File: config.mk
export PLATFORM = sky130hd
export DESIGN_NAME = pbc_chan
export DESIGN_NICKNAME = d
export VERILOG_FILES = /design/src/hw/rtl/pbc_pkg.sv /design/src/hw/rtl/pbc_chan.sv
export SDC_FILE = /design/constraint.sdc
export NUM_CORES = 2
export LEC_CHECK = 0
export CELL_PAD_IN_SITES_DETAIL_PLACEMENT = 1
export CELL_PAD_IN_SITES_GLOBAL_PLACEMENT = 1
export CORE_ASPECT_RATIO = 1.5
export CORE_MARGIN = 1.5
export CORE_UTILIZATION = 40
export DETAILED_ROUTE_END_ITERATION = 8
export DONT_BUFFER_PORTS = 1
export PLACE_DENSITY_LB_ADDON = 0.25
export SYNTH_ARGS = -nofsm -noshare
export SYNTH_HDL_FRONTEND = slang
export SYNTH_SLANG_ARGS = --single-unit
File: constraint.sdc
create_clock -name clk -period 11.54 [get_ports clk]
set_clock_uncertainty 0.05 [all_clocks]
set_input_delay 1.154 -clock clk [delete_from_list [all_inputs] [get_ports clk]]
set_output_delay 1.154 -clock clk [all_outputs]
set_load 0.03 [all_outputs]
File: src/hw/rtl/pbc_pkg.sv
`timescale 1ns / 1ps

package pbc_pkg;

  localparam int FRAC_BITS = 14;
  localparam int ONE       = 1 << FRAC_BITS;
  localparam int HALF      = 1 << (FRAC_BITS - 1);

  localparam int PIX_W   = 8;
  localparam int NCHAN   = 3;
  localparam int TDATA_W = 4 * PIX_W;
  localparam int CFG_W   = 16;
  localparam int CFG_AW  = 1;
  localparam int NSTAGE  = 6;

  // saturated register value, signed, -ONE..ONE
  localparam int K_W    = FRAC_BITS + 2;
  localparam int KEEP_W = FRAC_BITS + 1;
  localparam int C2_W   = FRAC_BITS + 3;
  localparam int GAIN_W = FRAC_BITS + 5;

  // reciprocal of alpha: ceil(2^(FRAC_BITS+RCP_SHIFT) / max(1, alpha))
  localparam int RCP_SHIFT = 16;
  localparam int RCP_W     = FRAC_BITS + RCP_SHIFT + 1;
  localparam int RCP_N     = 1 << PIX_W;

  localparam int V_W = FRAC_BITS + PIX_W;
  localparam int Q_W = FRAC_BITS + 14;
  localparam int R_W = Q_W + 1;

  typedef enum logic [CFG_AW-1:0] {
    REG_BRIGHTNESS = 1'b0,
    REG_CONTRAST   = 1'b1
  } cfg_reg_t;

  typedef struct packed {
    logic [GAIN_W-1:0] gain;
    logic [KEEP_W-1:0] keep;
    logic [KEEP_W-1:0] add;
  } coef_t;

endpackage

File: src/hw/rtl/pbc_chan.sv
`timescale 1ns / 1ps

module pbc_chan (
  input  logic                        clk,
  input  logic [pbc_pkg::NSTAGE-1:0]  ld,
  input  logic [pbc_pkg::PIX_W-1:0]   color_in,
  input  logic [pbc_pkg::RCP_W-1:0]   rcp1,
  input  logic [pbc_pkg::PIX_W-1:0]   alpha5,
  input  pbc_pkg::coef_t              coef,
  output logic [pbc_pkg::PIX_W-1:0]   color_out
);
  import pbc_pkg::*;

  logic [PIX_W-1:0]                col1;
  logic [V_W-1:0]                  v2;
  logic signed [Q_W-1:0]           q3;
  logic signed [R_W-1:0]           r4;
  logic [KEEP_W-1:0]               w5;
  logic [PIX_W-1:0]                o6;

  logic [RCP_W+PIX_W-1:0]          m2;
  logic signed [V_W:0]             d3;
  logic signed [V_W+GAIN_W+1:0]    p3;
  logic signed [Q_W:0]             t4;
  logic signed [Q_W+KEEP_W+1:0]    p4;
  logic signed [R_W:0]             s5;
  logic [KEEP_W-1:0]               w5_next;
  logic [KEEP_W+PIX_W-1:0]         m6;

  always_comb begin
    m2 = col1 * rcp1;
    d3 = $signed({1'b0, v2}) - $signed((V_W+1)'(HALF));
    p3 = d3 * $signed({1'b0, coef.gain});
    t4 = (Q_W+1)'(q3) + $signed((Q_W+1)'(HALF));
    p4 = t4 * $signed({1'b0, coef.keep});
    s5 = (R_W+1)'(r4) + $signed((R_W+1)'(coef.add));
    if (s5 < 0) begin
      w5_next = '0;
    end else if (s5 > $signed((R_W+1)'(ONE))) begin
      w5_next = KEEP_W'(ONE);
    end else begin
      w5_next = s5[KEEP_W-1:0];
    end
    m6 = w5 * alpha5;
  end

  always_ff @(posedge clk) begin
    if (ld[0]) col1 <= color_in;
    if (ld[1]) v2   <= m2[RCP_SHIFT +: V_W];
    if (ld[2]) q3   <= Q_W'(p3 >>> FRAC_BITS);
    if (ld[3]) r4   <= R_W'(p4 >>> FRAC_BITS);
    if (ld[4]) w5   <= w5_next;
    if (ld[5]) o6   <= m6[FRAC_BITS +: PIX_W];
  end

  assign color_out = o6;

endmodule

==> results.toml <==
[timing]
post-route-period-util = 0.781
hold_violations = 0
worst_pin_slew_ps = 1110
max_slew_margin = 0.260
tns_ps = 0
finalCriticalPeriod_ps = 9010
fin_ws_ps = 2530
drv_slew = 0
rsz0062_at_grt = "no"
setup_viol = 0
timing.fmax_ghz = 0.111

[clocking]
cts_tree = "yes"
cts_setup_buffers = 0
clk_latency_ps = 450
cts_sinks = 110
ctsResizeCount = 0
cts_hold_buffers = 0
cts_buffers = 9
root_buffer = "clkbuf_16"
clock_path_buffers = 2
clk_pin_slew_worst_paths_ps = 100
cts.htree.levels = 3

[floorplanning]
rows = 150
initial_core_util = 0.403
die_w_um = 277
die_h_um = 413
ioPinCount = 111
coreArea_sq_um = 111000
die_area_sq_um = 114000

[placement]
place_ws_ps = 2340
place_congestion = 0.832
dp_hpwl_mm = 99.8
port_buffers = 0
post-place-cells = 6115

[synth]
ys_seq_area_frac = 0.0736
synth_edf_count = 110
ys.flop_type = "edfxtp_1"
synth_top_area_cell = "fa_1"
async_flop_share = 0
synth_warnings = 0
synth.area.top_cells = "fa_1 48%, inv_1 9.9%, ha_1 9.0%"
ys_seq_elements = 110
synth.top_cell.area_share = 0.483
syn_inst = 4827
netlist_top_cells_count = "1180 x inv_1, 1082 x fa_1, 726 x nand2_1"
synth_most_common_cell = "inv_1"
synth_nets = 6336
synth.distinct_cells = 78
avgSynthCellArea_sq_um = 9.30
netlist_area_sq_um = 44900

[route]
wl_mm = 120
drt_iter0_drc = 866
vias = 31100
vias_per_cell = 5.07
ant_nets = 0
drc = 0
wire_per_inst_um = 19.5
drtPass1Iterations = 5

[critical_path]
critPathSlowestCell = "a211oi_1"
end_kind = "flip-flop"
cp-start-kind = "flip-flop"
path_max_fanout = 19
critPathMaxStageDelay_ps = 860
crit_arrival_ps = 9170
worst_ep_required_time_ps = 11700
crit_type = "reg2reg"

[global_routing]
grt_pass1_wl_mm = 195
antenna_found_initial = 1
grtUsageTotal = 0.219
grt_pass1_vias = 36800
grt_max_degree = 32
grt-ovfl-total = 0

[layout]
drive_gt1_frac = 0.0179
area_growth_pct = 3.63
finalNetCount = 6191
stdcell_count = 6132

[run_status]
status = "complete, no violations"

[hold_path]
min_path_type = "reg2reg"

[flow_run]
cap_violations = 0
[critical path: cells and delay by family (launching register included)]
| kind | cells | cell delay [ps] |
|---|---|---|
| AND/OR/NAND/NOR | 6 | 940 |
| buffers and inverters | 7 | 660 |
| AO/OA/AOI/OAI | 4 | 1660 |
| adder cells (fa/ha/maj) | 9 | 4690 |
| flip-flops | 1 | 630 |
| XOR/XNOR | 1 | 110 |
[final timing paths]
| check | to | from | depth (start not counted) | slack, ps |
|---|---|---|---|---|
| worst max-delay path | q3[23]$_DFFE_PP_ | v2[13]$_DFFE_PP_ | 27 | 2530 |
| worst min-delay path | w5[0]$_SDFFCE_PP0P_ | r4[0]$_DFFE_PP_ | 2 | 730 |
| worst max register to register | q3[23]$_DFFE_PP_ | v2[13]$_DFFE_PP_ | 27 | 2530 |
| worst min register to register | w5[0]$_SDFFCE_PP0P_ | r4[0]$_DFFE_PP_ | 2 | 730 |
[sequential cells by signal, summed over array words and instances, names as in the netlist]
| register | count |
|---|---|
| w5 | 15 |
| r4 | 29 |
| v2 | 22 |
| q3 | 28 |
| color_out | 8 |
| col1 | 8 |
[layer usage]
| metal | track usage | wire length [um] | up-vias |
|---|---|---|---|
| li1 | - | - | 13800 |
| met1 | 0.229 | 44000 | 16600 |
| met2 | 0.442 | 67900 | 497 |
| met3 | 0.0297 | 4040 | 175 |
| met4 | 0.0737 | 3650 | 0 |
| met5 | 0 | 0 | - |
[per-stage QoR]
step	area (sq um)	hold slack [ps]	utilization
finish	46500	731	0.418
global route	46500	737	0.418
CTS	46500	720	0.418
detailed placement	46200	693	0.415
global placement	46200	691	0.415
floorplan	44900	626	-
[cells by family (layout without fill, tap and decap cells)]
group,after synthesis,count (layout),synth area share
and+or+nand+nor,1506,1506,0.166
adders and majority gates,1411,1411,0.574
buffers and inverters,1367,1227,0.115
AOI/OAI and AO/OA,280,280,0.0416
xor gates and xnor gates,152,152,0.0297
DFF,110,110,0.0736
muxes,1,1,0.000334
other,0,1,0
[layout make-up]
type                            count  area [sq um]
Inverter                         1180          4430
Sequential cell                   110          3300
Tap cell                         1444          1810
Multi-Input combinational cell   3350         36500
Clock inverter                      6          52.6
Fill cell                       12900         64800
Clock buffer                       10           229
Antenna cell                        1          2.50
Timing Repair Buffer               31           233
[cell usage in the layout, fill, tap and decap left out, drive strengths merged, types with 5 or more instances in the layout]
master	count
nand2	727
nor2b	33
a31oi	5
and3	11
nor3b	8
a211oi	8
or3	8
nor3	39
fa	1082
o21ai	52
edfxtp	110
clkbuf	10
a21o	32
inv	1184
o211ai	8
o21a	27
a31o	5
nand3	28
xor2	41
o31ai	5
nor2	68
buf	31
xnor2	111
ha	324
maj3	5
a21oi	92
and2	514
nand4	22
nor4	5
a211o	7
nand2b	29
Power is not shown: default switching activity piles up to over one toggle a cycle in this logic, so the estimate is an artifact.
