### src/hw/rtl/pbc_pkg.sv
`timescale 1ns / 1ps

package pbc_pkg;

  localparam int FRAC_BITS = 14;
  localparam int ONE       = 1 << FRAC_BITS;
  localparam int HALF      = 1 << (FRAC_BITS - 1);

  localparam int PIX_W   = 8;
  localparam int NCHAN   = 3;
  localparam int TDATA_W = 4 * PIX_W;
  localparam int CFG_W   = 16;
  localparam int CFG_AW  = 1;
  localparam int NSTAGE  = 6;

  // saturated register value, signed, -ONE..ONE
  localparam int K_W    = FRAC_BITS + 2;
  localparam int KEEP_W = FRAC_BITS + 1;
  localparam int C2_W   = FRAC_BITS + 3;
  localparam int GAIN_W = FRAC_BITS + 5;

  // reciprocal of alpha: ceil(2^(FRAC_BITS+RCP_SHIFT) / max(1, alpha))
  localparam int RCP_SHIFT = 16;
  localparam int RCP_W     = FRAC_BITS + RCP_SHIFT + 1;
  localparam int RCP_N     = 1 << PIX_W;

  localparam int V_W = FRAC_BITS + PIX_W;
  localparam int Q_W = FRAC_BITS + 14;
  localparam int R_W = Q_W + 1;

  typedef enum logic [CFG_AW-1:0] {
    REG_BRIGHTNESS = 1'b0,
    REG_CONTRAST   = 1'b1
  } cfg_reg_t;

  typedef struct packed {
    logic [GAIN_W-1:0] gain;
    logic [KEEP_W-1:0] keep;
    logic [KEEP_W-1:0] add;
  } coef_t;

endpackage

### src/hw/rtl/pbc_coef.sv
`timescale 1ns / 1ps

module pbc_coef (
  input  logic                        clk,
  input  logic                        rst,
  input  logic                        cfg_we,
  input  logic [pbc_pkg::CFG_AW-1:0]  cfg_addr,
  input  logic [pbc_pkg::CFG_W-1:0]   cfg_data,
  output pbc_pkg::coef_t              coef
);
  import pbc_pkg::*;

  function automatic logic signed [K_W-1:0] sat_unit(input logic [CFG_W-1:0] raw);
    logic signed [31:0] x;
    x = 32'($signed(raw));
    if (x > ONE) begin
      return K_W'(ONE);
    end else if (x < -ONE) begin
      return K_W'(-ONE);
    end
    return K_W'(x);
  endfunction

  logic signed [K_W-1:0]        k;
  logic [C2_W-1:0]              c2;
  logic [GAIN_W-1:0]            c4;
  logic [GAIN_W-1:0]            gain;
  logic [KEEP_W-1:0]            keep;
  logic [KEEP_W-1:0]            add;

  logic signed [K_W-1:0]        sat_val;
  logic [KEEP_W-1:0]            bmag;
  logic [K_W-1:0]               c;
  logic [2*K_W-1:0]             csq;
  logic [2*C2_W-1:0]            c2sq;
  logic [GAIN_W-1:0]            gbase;
  logic [GAIN_W+K_W-2:0]        gprod;
  logic [C2_W-1:0]              c2_next;
  logic [GAIN_W-1:0]            c4_next;
  logic [GAIN_W-1:0]            gain_next;

  always_comb begin
    sat_val   = sat_unit(cfg_data);
    bmag      = sat_val[K_W-1] ? KEEP_W'(-sat_val) : KEEP_W'(sat_val);
    c         = K_W'(ONE) + K_W'(k);
    csq       = c * c;
    c2_next   = C2_W'(csq >> FRAC_BITS);
    c2sq      = c2 * c2;
    c4_next   = GAIN_W'(c2sq >> FRAC_BITS);
    gbase     = GAIN_W'(ONE) + c4;
    gprod     = gbase * k[K_W-2:0];
    // negative contrast: gain is ONE + k, which is c
    gain_next = k[K_W-1] ? GAIN_W'(c) : GAIN_W'(gprod >> FRAC_BITS) + GAIN_W'(ONE);
  end

  // gain chain: k -> c2 -> c4 -> gain, each step registered after a write
  always_ff @(posedge clk) begin
    if (rst) begin
      k    <= '0;
      c2   <= C2_W'(ONE);
      c4   <= GAIN_W'(ONE);
      gain <= GAIN_W'(ONE);
      keep <= KEEP_W'(ONE);
      add  <= '0;
    end else begin
      c2   <= c2_next;
      c4   <= c4_next;
      gain <= gain_next;
      if (cfg_we) begin
        unique case (cfg_reg_t'(cfg_addr))
          REG_BRIGHTNESS: begin
            keep <= KEEP_W'(ONE) - bmag;
            add  <= sat_val[K_W-1] ? '0 : KEEP_W'(sat_val);
          end
          REG_CONTRAST: begin
            k <= sat_val;
          end
          default: begin
          end
        endcase
      end
    end
  end

  assign coef.gain = gain;
  assign coef.keep = keep;
  assign coef.add  = add;

endmodule

### config.mk
export PLATFORM = sky130hd
export DESIGN_NAME = pbc_coef
export DESIGN_NICKNAME = d
export VERILOG_FILES = /design/src/hw/rtl/pbc_pkg.sv /design/src/hw/rtl/pbc_coef.sv
export SDC_FILE = /design/constraint.sdc
export NUM_CORES = 2
export LEC_CHECK = 0
export BUFFER_PORTS_ARGS = -buffer_cell sky130_fd_sc_hd__buf_2
export CORE_MARGIN = 1.5
export CORE_UTILIZATION = 60
export CTS_CLUSTER_DIAMETER = 40
export DETAILED_ROUTE_END_ITERATION = 10
export PLACE_DENSITY = 0.77
export SLEW_MARGIN = 30
export SYNTH_ARGS = -nofsm -noshare
export SYNTH_HDL_FRONTEND = slang
export SYNTH_SLANG_ARGS = --single-unit
### constraint.sdc
create_clock -name clk -period 20.3 [get_ports clk]
set_clock_uncertainty 0.1 [all_clocks]
set_input_delay 5.075 -clock clk [delete_from_list [all_inputs] [get_ports clk]]
set_output_delay 5.075 -clock clk [all_outputs]
set_load 0.005 [all_outputs]
==> results.toml <==
[outcome]
outcome = "finished clean"

[synthesis]
syn-cell-area_um2 = 27400
synth_edf_count = 0
post_synth_num_cell_types = 83
avgSynthCellArea_um2 = 8.81
netlist_instances = 3113
synth.ff_latch_count = 101
ys_async_sr_fraction = 0
ys_seq_area_frac = 0.0737
synth_top_flop_cell = "dfxtp_1"
synth.net_count = 3995
yosys_warnings = 0

[finish]
n_antenna_cell = 0
multi_input_comb_area_um2 = 21900
post_layout_nonfiller_instances = 3697
layout-drive-gt1-share = 0.0442
final_core_area_utilization = 0.629
fillers = 3792
final_nets = 3974
register_area_um2 = 2020
synthToLayoutAreaGrowth_pct = 3.75
design_area_um2 = 28500

[placement]
dpl_ws_ps = 11070
hpwlAfterDp_um = 50800
place.gp.congestion = 0.905
numPortBuffers = 68
postPlaceCellArea_um2 = 28200
placedCellCount = 3681

[floorplanning]
area_of_the_core_region_um2 = 45300
die-width_um = 217
boundaryPins = 69
die_height_um = 217
num_rows = 78
initial_core_util = 0.606
die-area_um2 = 47000

[clocking]
post-cts-setup-buffers = 0
clock_tree_from_tritoncts = "done"
cts-root-to-sink-buffers = 2
cts_repair_resize_count = 0
ctsHoldBuffers = 0
clk_root_buffer_cell = "clkbuf_16"
clock_latency_ps = 360
worst_setup_hold_path_clk_slew_ps = 80
cts_inserted_buffers = 9
htree_levels = 3
cts_sinks = 101

[worst_hold_path]
hold_class = "reg -> reg"

[drt]
drt.antenna.violating_nets = 0
drt_first_pass_iters = 6
route.met2.wl_um = 31600
wl_um = 62500
route.top_layer_used = "met4"
vias = 20300
remaining_drc_errors = 0
vias_per_cell = 5.50
route.met3.wl_um = 4540
detailed_router_s_first_iteration_violation_count = 1136
wire_per_inst_um = 16.9
met1Wirelength_um = 23700

[global_route]
grt_pass1_vias = 22800
first_pass_grt_wire_length_um = 108000
grt.overflow.total = 0
grt_start_max_net_pins = 65
antenna_violations_before_repair = 0
gr-usage-all-layers = 0.288

[pwr]
post-layout-total-power_mw = 0.758
vdd_drop_max_v = 0.0000348
leakagePower_nw = 15.3
p_per_area_nw_per_um2 = 26.6

[timing]
report.final.setup_viol = 0
timing.final.crit_share = 0.439
period_needed_ps = 8910
finalHoldViolCount = 0
setup_total_negative_slack_ps = 0
finalWorstSetupSlack_ps = 11390
report.final.slew_viol_count = 0
max_slew.worst_pin.slew_ps = 967
holdWs_ps = 359
fmax_mhz = 112
relative_slew_slack = 0.351
rsz_0062_raised_after_global_routing = "no"

[setup_path]
crit_type = "in -> reg"
crit_required_ps = 20470
critPathMaxFanout = 16
timing.critical_path.arrival_ps = 9080
critical_path.endpoint_type = "flop"
start_kind = "input pin"

[job]
drv_cap = 0
-- synth_stat cells, types with 3 or more instances --
library cell | n | area, um^2
o211ai_1 | 5 | 37.5
nor2b_1 | 19 | 119
nand4_1 | 12 | 75.1
nor2_1 | 158 | 593
a31oi_1 | 3 | 18.8
and2_1 | 218 | 1360
xnor2_1 | 61 | 534
fa_1 | 570 | 11400
o21bai_1 | 5 | 37.5
ha_1 | 292 | 3650
nand3_1 | 31 | 155
clkinv_1 | 7 | 26.3
nor3b_1 | 5 | 37.5
nor4b_1 | 3 | 26.3
o22ai_1 | 5 | 31.3
a211oi_2 | 3 | 37.5
dfxtp_1 | 101 | 2020
a21oi_1 | 101 | 505
or2_2 | 6 | 37.5
nor3_1 | 25 | 125
inv_1 | 788 | 2960
o21a_1 | 9 | 67.6
clkbuf_8 | 4 | 55.1
a211oi_1 | 17 | 128
clkbuf_1 | 109 | 409
nor4_1 | 5 | 31.3
a22oi_1 | 9 | 67.6
nand2b_1 | 25 | 156
mux2i_1 | 10 | 100
o31ai_1 | 6 | 45.0
or3_1 | 4 | 25.0
and3_1 | 4 | 25.0
buf_6 | 3 | 33.8
xor2_1 | 29 | 254
a21o_1 | 32 | 240
o21ai_0 | 32 | 160
nand2_1 | 338 | 1270
-- area by class of cell --
class,instances,area share
clock buffers,10,0.00804
clock inverters,6,0.00220
inverters,796,0.105
multi-input cells,2097,0.770
flip-flops and latches,101,0.0710
well taps,600,0.0264
repair buffers,87,0.0171
-- worst paths after layout --
kind	from	end	slack, ps	cells past startpoint
hold / removal	add[0]	add[0]	360	2
setup / recovery	cfg_data[2]	keep[10]	11390	16
setup reg to reg	c4[14]	gain[18]	12180	24
hold reg to reg	add[0]	add[0]	360	2
-- flip-flops by register name (all words and copies together), names as in the netlist --
register  count
add          15
c2           17
c4           19
gain         19
k            16
keep         15
-- where the power goes --
group / internal [mW] / switching [mW] / leakage (nW)
clock network: 0.0869 / 0.0941 / 0.142
registers: 0.213 / 0.0502 / 0.823
logic: 0.123 / 0.191 / 14.3
total: 0.423 / 0.335 / 15.3
-- worst max-delay path, stage by stage --
cell	delay [ps]
buf_2	160
or4_4	600
nor3_4	310
nand2_1	90
a21boi_1	140
buf_4	220
nand2_1	140
ha_1	360
nor2_1	230
a21oi_1	90
o221ai_1	370
nand4_1	220
or3_2	520
nor3_1	210
xor2_1	100
a211oi_1	230
-- kinds of logic (layout without fill, tap and decap cells) --
kind of cell	count (synthesis)	count (layout)	share of synthesized area
flip-flops	101	101	0.0737
XOR/XNOR	90	90	0.0287
AO/OA/AOI/OAI	262	262	0.0630
buffers and inverters	915	899	0.128
AND/OR/NAND/NOR	871	871	0.153
adder cells (fa/ha/maj)	862	862	0.549
multiplexers	12	12	0.00447
-- per-layer routing --
metal,up-vias,track usage
met5,-,0
met4,0,0.117
met3,172,0.0432
met2,711,0.511
met1,10200,0.350
li1,9220,-
-- placed cells by master (no fill, tap or decap), types with 17 or more instances in the layout --
master / synthesis / final
a21oi_1: 101 / 101
nor3_1: 25 / 25
nand2_1: 338 / 338
buf_2: 2 / 67
and2_1: 218 / 218
buf_4: 0 / 20
fa_1: 570 / 570
inv_1: 788 / 788
ha_1: 292 / 292
nor2b_1: 19 / 18
a211oi_1: 17 / 17
o21ai_0: 32 / 32
nor2_1: 158 / 158
dfxtp_1: 101 / 101
xnor2_1: 61 / 61
nand3_1: 31 / 31
nand2b_1: 25 / 24
a21o_1: 32 / 32
xor2_1: 29 / 28
No activity file was read; power rests on OpenSTA's default activity.
